<file path="src/design/tba_pkg.sv">
// Shared types, constants and the CORDIC arctangent table for the target bearing block.
`timescale 1ns / 1ps

package tba_pkg;

    // CORDIC datapath widths: x/y carry the pre-shifted magnitudes, z is radians * 2^40.
    localparam int XY_W          = 64;
    localparam int Z_W           = 43;
    localparam int Z30_W         = 31;
    localparam int Z30_SHIFT     = 10;
    localparam int PROD_W        = 63;
    localparam int PRESHIFT_BASE = 59;
    localparam int PHI_LSB_BASE  = 56;
    localparam int PHI_EXTRA_W   = 7;
    localparam int BR_EXTRA_W    = 11;

    localparam int BEARING_W     = 18;

    localparam int DEG_90        = 90;
    localparam int DEG_180       = 180;

    // 180/pi scaled by 2^26.
    localparam logic [31:0] DEG_PER_RAD_Q26 = 32'd3845054675;
    // pi/2 scaled by 2^40.
    localparam logic [Z_W-1:0] Z_MAX        = 43'h1921FB54442;
    // Half an LSB of the 2^-30 radian grid.
    localparam logic [Z_W-1:0] Z_ROUND      = 43'd512;

    localparam int QUEUE_DEPTH = 4;
    localparam int QPTR_W      = $clog2(QUEUE_DEPTH);
    localparam logic [QPTR_W:0] QUEUE_FULL_COUNT = (QPTR_W + 1)'(QUEUE_DEPTH);

    typedef enum logic [1:0] {
        KIND_GENERAL,
        KIND_HORIZ,
        KIND_VERT,
        KIND_ZERO
    } t_kind;

    typedef struct packed {
        logic  dx_neg;
        logic  dy_neg;
        t_kind kind;
    } t_class;

    // atan(2^-idx) in radians scaled by 2^40, rounded to nearest.
    function automatic logic [Z_W-1:0] atan_step(input int idx);
        logic [Z_W-1:0] v;
        case (idx)
            0:       v = 43'hC90FDAA221;
            1:       v = 43'd509785937287;
            2:       v = 43'd269356888665;
            3:       v = 43'd136729762476;
            4:       v = 43'd68630207382;
            5:       v = 43'd34348560106;
            6:       v = 43'd17178471287;
            7:       v = 43'd8589759836;
            8:       v = 43'd4294945451;
            9:       v = 43'd2147480917;
            10:      v = 43'd1073741483;
            11:      v = 43'd536870869;
            12:      v = 43'd268435451;
            13:      v = 43'd134217727;
            default: v = {{(Z_W - 1){1'b0}}, 1'b1} << (40 - idx);
        endcase
        return v;
    endfunction

endpackage

</file>
<file path="src/design/tba_queue.sv">
// Short FIFO that decouples the classifying front end from the CORDIC back end.
`timescale 1ns / 1ps

module tba_queue import tba_pkg::*; #(
    parameter int WIDTH = 8
) (
    input  logic             i_clk,
    input  logic             i_rst_n,
    input  logic             i_push,
    input  logic [WIDTH-1:0] i_data,
    output logic             o_full,
    input  logic             i_pop,
    output logic [WIDTH-1:0] o_data,
    output logic             o_empty
);

    logic [WIDTH-1:0]  r_mem [QUEUE_DEPTH];
    logic [QPTR_W-1:0] r_wr_ptr;
    logic [QPTR_W-1:0] r_rd_ptr;
    logic [QPTR_W:0]   r_count;
    logic [QPTR_W:0]   n_count;

    assign o_full  = r_count == QUEUE_FULL_COUNT;
    assign o_empty = r_count == '0;
    assign o_data  = r_mem[r_rd_ptr];

    always_comb begin
        if (i_push && !i_pop) begin
            n_count = r_count + 1'b1;
        end else if (!i_push && i_pop) begin
            n_count = r_count - 1'b1;
        end else begin
            n_count = r_count;
        end
    end

    always_ff @(posedge i_clk) begin
        if (!i_rst_n) begin
            r_wr_ptr <= '0;
            r_rd_ptr <= '0;
            r_count  <= '0;
        end else begin
            if (i_push) begin
                r_wr_ptr <= r_wr_ptr + 1'b1;
            end
            if (i_pop) begin
                r_rd_ptr <= r_rd_ptr + 1'b1;
            end
            r_count <= n_count;
        end
    end

    always_ff @(posedge i_clk) begin
        if (i_push) begin
            r_mem[r_wr_ptr] <= i_data;
        end
    end

`ifndef SYNTH
    a_no_overflow: assert property (@(posedge i_clk) disable iff (!i_rst_n)
        i_push |-> !o_full || i_pop)
        else $error("queue written while full");
    a_no_underflow: assert property (@(posedge i_clk) disable iff (!i_rst_n)
        i_pop |-> !o_empty)
        else $error("queue read while empty");
    a_count_matches: assert property (@(posedge i_clk) disable iff (!i_rst_n)
        r_count[QPTR_W-1:0] == QPTR_W'(r_wr_ptr - r_rd_ptr))
        else $error("queue fill count disagrees with the pointers");
`endif

endmodule

</file>
<file path="config.mk">
export PLATFORM = sky130hd
export DESIGN_NAME = tba_queue
export DESIGN_NICKNAME = d
export VERILOG_FILES = /design/src/design/tba_pkg.sv /design/src/design/tba_queue.sv
export SDC_FILE = /design/constraint.sdc
export NUM_CORES = 1
export LEC_CHECK = 0
export BUFFER_PORTS_ARGS = -buffer_cell sky130_fd_sc_hd__buf_2
export CORE_UTILIZATION = 40
export CTS_CLUSTER_DIAMETER = 200
export DETAILED_ROUTE_END_ITERATION = 6
export GPL_TIMING_DRIVEN = 0
export PLACE_DENSITY = 0.65
export SETUP_SLACK_MARGIN = 0.02
export SKIP_CTS_REPAIR_TIMING = 1
export SLEW_MARGIN = 20
export SYNTH_ARGS = -nofsm -noshare
export SYNTH_HDL_FRONTEND = slang
export SYNTH_SLANG_ARGS = --single-unit
</file>
<file path="constraint.sdc">
create_clock -name i_clk -period 1.7 [get_ports i_clk]
set_input_delay 0.255 -clock i_clk [delete_from_list [all_inputs] [get_ports i_clk]]
set_output_delay 0.255 -clock i_clk [all_outputs]
set_load 0.01 [all_outputs]
</file>
==> results.md <==
- DRC Markers: 0
- Critical Path AT: 1.42 ns
- Metal3 WL: around 120 um
- H-tree depth: 2
- Antenna cell count: 0
- DP Worst Slack: -0.0292 ns
- R2R Setup Slk: 0.22 ns
- Max Used Layer: met4
- Root Driver: clkbuf_8
- Total core area: 3740 sq um
- Lkg Pwr: a little under 0.7 nW
- Hold WC Path Type: primary input to register
- GR Util All Layers: 13.5%
- Starting Density: between 40% and 50%
- Largest fanout on the critical path: 8
- Syn nets: about 100
- Area delta synth->final: 18.0%
- Clk slew on worst S/H paths: 0.08 ns
- First-pass GRT wire length: 4020 um
- DRT Pass-1 Iters: 4
- Worst reg2reg path endpoint: r_count[2]
- Post-Syn Area per Cell: 18.9 sq um
- Async SR Flop Fraction: 0%
- Multi-input logic area: 430 sq um
- Worst Hold Endpoint: r_mem[1][1]
- Post-synth cell types: 19
- Pin count of the biggest net entering global routing: 13
- Clk buf depth: 2
- Max Cap Violations: 0
- Ratio of cells with drive above 1 in the final layout: 34.2%
- Yosys warning count: 0
- Slew Viols, Final: 0
- Sequential share of the synthesized area: between 70% and 80%
- DR iter-0 viols: 23
- Cells after Synth: 85
- Post-route ant nets: 0
- Port Buffers: 21
- Reg area: between 1000 and 1500 sq um
- Fmax achieved: slightly below 0.6 GHz
- Max stage delay on crit path: 0.53 ns
- Total CTS buffers: 5
- Main synth FF type: edfxtp_1
- WP buf/inv: 2
- Final worst slack: 0.0216 ns
- Placed Cells: 154
- Routed WL: ~2400 um
- Chip width: 65.3 um
- Critical Path RT: 1.44 ns
- Fin nets: 131
- Post-Syn Area: 1600 sq um
- Final Setup Violations: 0
- Die Y: 65.3 um
- Crit-path slowest cell: mux4_2
- Sink Count: 41
- CTS tree: yes
- Launching point of the worst reg2reg path: r_count[0]
- Clock latency on the worst-skew pair: around 0.28 ns
- Finished Layout Cells: 162
- M1 wire length: 969 um
- Critical Path Sink Type: output pin
- Crit path time final: ~1.7 ns
- VDD IR max: 0.734 mV
- CP startpoint kind: register
- Setup Skew: 0.00572 ns
- Row Count: 22
- Worst slew pin tran: 0.444 ns
- Final hold violation count: 0
- Filler cells: 332
- Vias per cell: between 4 and 5
- Top delay family on crit path: multiplexers
- Status: finished clean
- Hold slack: 0.188 ns
- Wire length per cell: 14.9 um
- Grt ovf: 0
- DR WL met2: 1300 um
- Worst hold path cell count: 1
- FF+latch count, synth: 41
- Post-synth EDFFs: 32
- Min-delay src: i_data[1]
- Setup CP Type: register to output pin
- I/O pin cnt: 22
- Rel. slew slack: 70.4%
- GPL Wtd Cong: 0.631
- HPWL after detailed placement: 1660 um
- R2R depth: 4
- Crit-path cells: buf_12, mux4_2, buf_6
- Vias in the first global route: between 800 and 900
- PwrDens: between 1000 and 1500 nW/um^2
- Initial antenna violation count: 0
- RSZ-0062 raised after global routing: true
- Routed vias: 786
- Period utilization: between 90% and 100%
- Full die area: roughly 4300 sq um
-- logic make-up after synthesis --
kind of cell | count (synthesis) | synth area share (%)
and+or+nand+nor | 15 | 5.70
muxes | 10 | 12.5
adders and majority gates | 6 | 5.15
DFF | 41 | 71.2
AOI/OAI and AO/OA | 2 | 0.781
buffers and inverters | 6 | 1.95
xor gates and xnor gates | 5 | 2.73
-- report_power, final --
part	internal, W	total (W)	switching (W)	leakage [nW]
combinational	0.000157	0.000289	0.000132	0.280
sequential	0.00115	0.00118	0.0000340	0.369
clock	0.000284	0.000582	0.000298	0.0450
-- flip-flops by register name, indices dropped and copies added, names as in the netlist, named ones only --
signal,cells
r_count,3
r_mem,32
r_rd_ptr,2
r_wr_ptr,2
-- final cells by class --
class / instances / area share (%)
clock buffers: 6 / 3.84
flip-flops and latches: 41 / 60.4
repair buffers: 21 / 7.21
well taps: 48 / 3.17
plain buffers: 2 / 1.32
inverters: 4 / 0.794
clock inverters: 2 / 0.529
multi-input cells: 38 / 22.8
-- worst max-delay path by stage --
stage	from	endpoint	cells after the start
after CTS	register	o_data[4]	3
after detailed placement	i_push	r_count[2]	7
after floorplan	i_pop	r_count[2]	7
after global placement	i_push	r_count[2]	7
after global routing	register	o_data[4]	3
final	register	o_data[4]	3
-- synth_stat cells, drive strengths merged, types with 2 or more instances --
| cell type | instances | area, sq um |
|---|---|---|
| edfxtp | 32 | 961 |
| and2 | 9 | 56.3 |
| dfxtp | 9 | 180 |
| mux4 | 8 | 180 |
| ha | 5 | 62.6 |
| inv | 4 | 15.0 |
| xor2 | 3 | 26.3 |
| mux2i | 2 | 20.0 |
| nor2b | 2 | 12.5 |
| xnor2 | 2 | 17.5 |
-- layer usage --
| metal | vias up | GRT usage, % |
|---|---|---|
| met3 | 4 | 5.90 |
| met1 | 385 | 15.2 |
| met5 | - | 0 |
| li1 | 373 | - |
| met2 | 24 | 22.8 |
| met4 | 0 | 4.08 |
-- through the flow --
step	area, sq um	setup TNS (ns)	utilization, %	total power, W
2_1_floorplan	1600	0	-	0.00137
3_3_place_gp	1770	0	47.2	0.00145
3_5_place_dp	1770	-0.0292	47.2	0.00147
4_1_cts	1850	-0.0446	49.4	0.00205
5_1_grt	1890	-0.140	50.5	0.00215
6_report	1890	0	50.5	0.00205
-- placed cells by master (no fill, tap or decap) --
cell type,n
dfxtp_1,8
nor2b_1,2
ha_1,5
clkbuf_2,1
and2_1,9
a21boi_1,1
xor2_1,3
clkbuf_8,5
inv_1,4
mux2i_1,2
xnor2_1,2
buf_6,5
buf_2,16
or3_1,1
edfxtp_1,32
clkinv_2,2
clkbuf_1,1
fa_1,1
nor3b_1,1
o21ai_0,1
mux4_2,8
nor3_1,1
nand2_1,1
buf_12,1
dfxtp_2,1
No activity file was read; power rests on OpenSTA's default activity.
