[src/design/tba_pkg.sv]
// Shared types, constants and the CORDIC arctangent table for the target bearing block.
`timescale 1ns / 1ps

package tba_pkg;

    // CORDIC datapath widths: x/y carry the pre-shifted magnitudes, z is radians * 2^40.
    localparam int XY_W          = 64;
    localparam int Z_W           = 43;
    localparam int Z30_W         = 31;
    localparam int Z30_SHIFT     = 10;
    localparam int PROD_W        = 63;
    localparam int PRESHIFT_BASE = 59;
    localparam int PHI_LSB_BASE  = 56;
    localparam int PHI_EXTRA_W   = 7;
    localparam int BR_EXTRA_W    = 11;

    localparam int BEARING_W     = 18;

    localparam int DEG_90        = 90;
    localparam int DEG_180       = 180;

    // 180/pi scaled by 2^26.
    localparam logic [31:0] DEG_PER_RAD_Q26 = 32'd3845054675;
    // pi/2 scaled by 2^40.
    localparam logic [Z_W-1:0] Z_MAX        = 43'h1921FB54442;
    // Half an LSB of the 2^-30 radian grid.
    localparam logic [Z_W-1:0] Z_ROUND      = 43'd512;

    localparam int QUEUE_DEPTH = 4;
    localparam int QPTR_W      = $clog2(QUEUE_DEPTH);
    localparam logic [QPTR_W:0] QUEUE_FULL_COUNT = (QPTR_W + 1)'(QUEUE_DEPTH);

    typedef enum logic [1:0] {
        KIND_GENERAL,
        KIND_HORIZ,
        KIND_VERT,
        KIND_ZERO
    } t_kind;

    typedef struct packed {
        logic  dx_neg;
        logic  dy_neg;
        t_kind kind;
    } t_class;

    // atan(2^-idx) in radians scaled by 2^40, rounded to nearest.
    function automatic logic [Z_W-1:0] atan_step(input int idx);
        logic [Z_W-1:0] v;
        case (idx)
            0:       v = 43'hC90FDAA221;
            1:       v = 43'd509785937287;
            2:       v = 43'd269356888665;
            3:       v = 43'd136729762476;
            4:       v = 43'd68630207382;
            5:       v = 43'd34348560106;
            6:       v = 43'd17178471287;
            7:       v = 43'd8589759836;
            8:       v = 43'd4294945451;
            9:       v = 43'd2147480917;
            10:      v = 43'd1073741483;
            11:      v = 43'd536870869;
            12:      v = 43'd268435451;
            13:      v = 43'd134217727;
            default: v = {{(Z_W - 1){1'b0}}, 1'b1} << (40 - idx);
        endcase
        return v;
    endfunction

endpackage

[src/design/tba_coord_if.sv]
// Handshake channel that carries one target and robot coordinate word.
`timescale 1ns / 1ps

interface tba_coord_if #(
    parameter int COORD_WIDTH = 24
) ();
    logic                          valid;
    logic                          ready;
    logic signed [COORD_WIDTH-1:0] target_x;
    logic signed [COORD_WIDTH-1:0] target_y;
    logic signed [COORD_WIDTH-1:0] robot_x;
    logic signed [COORD_WIDTH-1:0] robot_y;

    modport source (
        output valid, target_x, target_y, robot_x, robot_y,
        input  ready
    );

    modport sink (
        input  valid, target_x, target_y, robot_x, robot_y,
        output ready
    );
endinterface

[src/design/tba_front.sv]
// Front end: takes coordinate words, forms the difference vector and classifies it.
`timescale 1ns / 1ps

module tba_front import tba_pkg::*; #(
    parameter int COORD_WIDTH = 24
) (
    input  logic                   i_clk,
    input  logic                   i_rst_n,
    tba_coord_if.sink              i_coord,
    input  logic                   i_full,
    output logic                   o_push,
    output logic [COORD_WIDTH:0]   o_ax,
    output logic [COORD_WIDTH:0]   o_ay,
    output t_class                 o_class
);

    localparam int AW = COORD_WIDTH + 1;

    logic                   r_valid;
    logic signed [AW-1:0]   r_dx;
    logic signed [AW-1:0]   r_dy;
    logic signed [AW-1:0]   n_dx;
    logic signed [AW-1:0]   n_dy;
    logic                   in_ready;

    assign in_ready      = !r_valid || !i_full;
    assign i_coord.ready = in_ready;
    assign o_push        = r_valid && !i_full;

    assign n_dx = {i_coord.target_x[COORD_WIDTH-1], i_coord.target_x}
                - {i_coord.robot_x[COORD_WIDTH-1], i_coord.robot_x};
    assign n_dy = {i_coord.target_y[COORD_WIDTH-1], i_coord.target_y}
                - {i_coord.robot_y[COORD_WIDTH-1], i_coord.robot_y};

    always_ff @(posedge i_clk) begin
        if (!i_rst_n) begin
            r_valid <= 1'b0;
        end else if (in_ready) begin
            r_valid <= i_coord.valid;
        end
    end

    always_ff @(posedge i_clk) begin
        if (i_coord.valid && in_ready) begin
            r_dx <= n_dx;
            r_dy <= n_dy;
        end
    end

    // Magnitudes and quadrant signs; an axis-aligned vector skips the CORDIC result.
    always_comb begin
        o_ax           = r_dx[AW-1] ? AW'(-r_dx) : AW'(r_dx);
        o_ay           = r_dy[AW-1] ? AW'(-r_dy) : AW'(r_dy);
        o_class.dx_neg = r_dx[AW-1];
        o_class.dy_neg = r_dy[AW-1];
        if (r_dx == '0 && r_dy == '0) begin
            o_class.kind = KIND_ZERO;
        end else if (r_dy == '0) begin
            o_class.kind = KIND_HORIZ;
        end else if (r_dx == '0) begin
            o_class.kind = KIND_VERT;
        end else begin
            o_class.kind = KIND_GENERAL;
        end
    end

`ifndef SYNTH
    a_hold_while_full: assert property (@(posedge i_clk) disable iff (!i_rst_n)
        r_valid && i_full |=> r_valid && $stable(r_dx) && $stable(r_dy))
        else $error("front word changed while the queue was full");
`endif

endmodule

[src/flat_wrapper.sv]
// flat-port wrapper written by rule: the top's interface ports become plain ports
module tba_front_flat import tba_pkg::*;
#(
    parameter int COORD_WIDTH = 24
)
  (i_clk, i_rst_n, i_full, o_push, o_ax, o_ay, o_class, i_coord_valid, i_coord_target_x, i_coord_target_y, i_coord_robot_x, i_coord_robot_y, i_coord_ready);
  tba_coord_if #(.COORD_WIDTH(COORD_WIDTH)) i_coord_i ();
  input  logic i_clk;
  input  logic i_rst_n;
  input  logic i_full;
  output logic o_push;
  output logic [COORD_WIDTH:0] o_ax;
  output logic [COORD_WIDTH:0] o_ay;
  output t_class o_class;
  input wire logic [$bits(i_coord_i.valid)-1:0] i_coord_valid;
  input wire logic [$bits(i_coord_i.target_x)-1:0] i_coord_target_x;
  input wire logic [$bits(i_coord_i.target_y)-1:0] i_coord_target_y;
  input wire logic [$bits(i_coord_i.robot_x)-1:0] i_coord_robot_x;
  input wire logic [$bits(i_coord_i.robot_y)-1:0] i_coord_robot_y;
  output wire logic [$bits(i_coord_i.ready)-1:0] i_coord_ready;
  assign i_coord_i.valid = i_coord_valid;
  assign i_coord_i.target_x = i_coord_target_x;
  assign i_coord_i.target_y = i_coord_target_y;
  assign i_coord_i.robot_x = i_coord_robot_x;
  assign i_coord_i.robot_y = i_coord_robot_y;
  assign i_coord_ready = i_coord_i.ready;
  tba_front #(.COORD_WIDTH(COORD_WIDTH)) u_core (.i_clk(i_clk), .i_rst_n(i_rst_n), .i_coord(i_coord_i), .i_full(i_full), .o_push(o_push), .o_ax(o_ax), .o_ay(o_ay), .o_class(o_class));
endmodule
[config.mk]
export PLATFORM = sky130hd
export DESIGN_NAME = tba_front_flat
export DESIGN_NICKNAME = d
export VERILOG_FILES = /design/src/design/tba_pkg.sv /design/src/design/tba_coord_if.sv /design/src/design/tba_front.sv /design/src/flat_wrapper.sv
export SDC_FILE = /design/constraint.sdc
export NUM_CORES = 1
export LEC_CHECK = 0
export BUFFER_PORTS_ARGS = -buffer_cell sky130_fd_sc_hd__buf_4
export CORE_MARGIN = 1
export CORE_UTILIZATION = 40
export CTS_BUF_LIST = sky130_fd_sc_hd__clkbuf_8
export DETAILED_ROUTE_END_ITERATION = 16
export GPL_TIMING_DRIVEN = 0
export PLACE_DENSITY_LB_ADDON = 0.15
export SYNTH_ARGS = -nofsm -noshare
export SYNTH_HDL_FRONTEND = slang
export SYNTH_SLANG_ARGS = --single-unit
[constraint.sdc]
create_clock -name i_clk -period 7.45 [get_ports i_clk]
set_input_delay 1.49 -clock i_clk [delete_from_list [all_inputs] [get_ports i_clk]]
set_output_delay 1.49 -clock i_clk [all_outputs]
set_load 0.005 [all_outputs]
==> results.yml <==
route:
  drc: 0
  dr.pass1.iters: 4
  ant_nets: 0
  drt_iter0_drc: 195
  wl_mm: 11.9
  via_per_inst: 5.05
  wire_per_inst_um: 12.7
  num_vias: 4725
global_routing:
  grt_pass1_vias: 4569
  grt-ovfl-total: 0
  antenna_found_initial: 0
  gr-usage-all-layers_pct: 18.2
  grt_pass1_wl_mm: 19.4
  grt_max_degree: 27
floorplanning:
  die_x_um: 116
  fp.dieH_um: 116
  start_util_pct: 41.0
  dieArea_um2: 13400
  coreArea_um2: 12600
  pin_count: 156
  num_rows: 41
synthesis:
  yosys.area.top_type_share_pct: 29.0
  yosysWarnings: 0
  synth_cells: 600
  yosys.area.top_type: "edfxtp_1"
  yosys-top-cells-area: "edfxtp_1 (29%), xnor2_1 (13%), ha_1 (12%)"
  synth-async-reset-ratio_pct: 0
  syn-cell-area_um2: 5170
  yosysSeqAreaShare_pct: 29.4
  synth.avg_cell_area_um2: 8.62
  ys_ff_latch: 51
  syn_nets: 752
  synth_edf_count: 50
  synth_cell_types: 58
  synthFlopType: "edfxtp_1"
clock_tree:
  numClockSinks: 51
  post_cts_buffers: 0
  cts_buffer_depth: 2
  post_cts_resized: 0
  insertion_delay_ns: 0.31
  cts_root_buf: "clkbuf_8"
  clkTransAtPathRegs_ns: 0.09
  htreeDepth: 2
  cts_tree: "done"
  cts_made_buffers: 5
  postCtsHoldBufs: 0
placed_design:
  gp_congestion: 0.835
  port_buffers: 155
  dp.final_hpwl_mm: 10.2
worst_setup_path:
  worst_ep_required_time_ns: 5.96
  slowest_stage: "or4_4"
  endpoint_kind: "primary output"
  slowest_delay_ns: 0.56
  path_cells: "or4_4 -> or4_4 -> or3_4 -> o31ai_2 -> xnor2_1 -> buf_4"
  critPathKind: "register to primary output"
  crit_fanout: 4
  arrival_ns: 2.77
  start_kind: "register"
  crit_top_cell: "or4_4"
pwr:
  power.density_nw_per_um2: 153
  vdd_drop_max_mv: 0.0533
  power_uw: 1020
  p_leak_uw: 0.00300
finish:
  fin_nets: 915
  fill_cells: 1248
  syn2layout_area_growth_pct: 28.8
  n_antenna_cell: 0
  final_util_pct: 52.8
  drive_gt1_share_pct: 23.2
min_path:
  hold_class: "register to register"
sta:
  post-route-period-util_pct: 57.2
  worst_pin_slew_ns: 0.745
  skew_ns: 0.00541
  slew_violations: 0
  setup_viol: 0
  final.min_clock_period_ns: 4.26
  grt_setup_unrepaired: "false"
  hold_viol: 0
  max_slew_margin_pct: 49.9
  tns_ns: 0
  max_freq_mhz: 235
status:
  status: "complete, no violations"
job:
  drv_cap: 0
## per-layer routing
layer  track usage, %  wire length [µm]  up-vias
li1                 -                 -     2469
met1             19.5              4810     2116
met2             35.8              6320      112
met3             2.04               395       28
met4             7.61               333        0
met5                0                 0        -
## logic make-up after synthesis
family / count (synthesis) / synth area share (%)
compound gates: 170 / 21.6
simple gates: 156 / 15.3
buf+inv: 88 / 6.75
xor+xnor: 83 / 14.1
fa+ha+maj: 52 / 12.9
flops: 51 / 29.4
## per-stage QoR
stage | hold slack [ns] | cell area (µm²) | instances | worst slack (ns)
global route | 0.578 | 6660 | 936 | 3.04
floorplan | 0.487 | 5170 | 600 | 3.64
CTS | 0.535 | 6660 | 936 | 3.16
global placement | 0.504 | 6550 | 927 | 3.16
finish | 0.534 | 6660 | 936 | 3.19
detailed placement | 0.521 | 6580 | 928 | 3.15
## cells in the final DEF, fill, tap and decap left out, types with 3 or more instances in the layout
cell type	count
a211o_1	3
a211oi_1	3
a21o_1	15
a21oi_1	41
a31oi_1	4
and2_1	4
and3_1	6
buf_4	160
clkbuf_1	9
clkbuf_8	5
edfxtp_1	50
ha_1	50
inv_1	76
nand2_1	48
nand2b_1	8
nand3_1	14
nand4_1	4
nor2_1	29
nor2b_1	11
nor3_1	3
nor4_1	5
o21a_1	10
o21ai_0	40
o21ai_1	5
o21bai_1	6
o31ai_1	13
o31ai_2	3
o41ai_1	5
or3_1	11
or4_1	4
xnor2_1	76
xor2_1	7
## registers in the layout, summed over array words and instances, names as in the netlist
register,flops
u_core.r_dx,25
u_core.r_dy,25
u_core.r_valid,1
## area by class of cell
| cell class | instances | area (µm²) | area share [%] |
|---|---|---|---|
| multi-input cells | 461 | 3300 | 49.6 |
| flip-flops and latches | 51 | 1520 | 22.8 |
| repair buffers | 156 | 1190 | 17.9 |
| inverters | 74 | 278 | 4.17 |
| well taps | 172 | 215 | 3.23 |
| plain buffers | 14 | 71.3 | 1.07 |
| clock buffers | 5 | 68.8 | 1.03 |
| clock inverters | 3 | 12.5 | 0.188 |
## power breakdown
part           total (µW)  internal, µW  switching (µW)
sequential            403           370            33.0
combinational         468           250             218
clock                 147          63.2            84.2
## cell usage after synthesis, types with 11 or more instances
| cell type | instances |
|---|---|
| a21oi_1 | 41 |
| ha_1 | 50 |
| xnor2_1 | 76 |
| edfxtp_1 | 50 |
| nor2_1 | 29 |
| or3_1 | 11 |
| nand3_1 | 14 |
| nand2_1 | 48 |
| nor2b_1 | 11 |
| o31ai_1 | 13 |
| inv_1 | 74 |
| a21o_1 | 15 |
| o21ai_0 | 40 |
## critical path: cells and delay by family, from the launching register on
kind	cells	cell delay, ns
buffers and inverters	1	0.12
XOR/XNOR	1	0.14
flip-flops	1	0.44
AND/OR/NAND/NOR	3	1.50
AO/OA/AOI/OAI	1	0.26
## final timing paths
kind	depth (start not counted)	slack, ns	to	from
worst max-delay path	6	3.19	o_ax[23]	u_core.r_dx[7]$_DFFE_PP_
worst min register to register	2	0.53	u_core.r_valid$_SDFFE_PN0N_	u_core.r_valid$_SDFFE_PN0N_
worst max register to register	3	5.96	u_core.r_dx[4]$_DFFE_PP_	u_core.r_valid$_SDFFE_PN0N_
worst min-delay path	2	0.53	u_core.r_valid$_SDFFE_PN0N_	u_core.r_valid$_SDFFE_PN0N_
No activity file was read; power rests on OpenSTA's default activity.
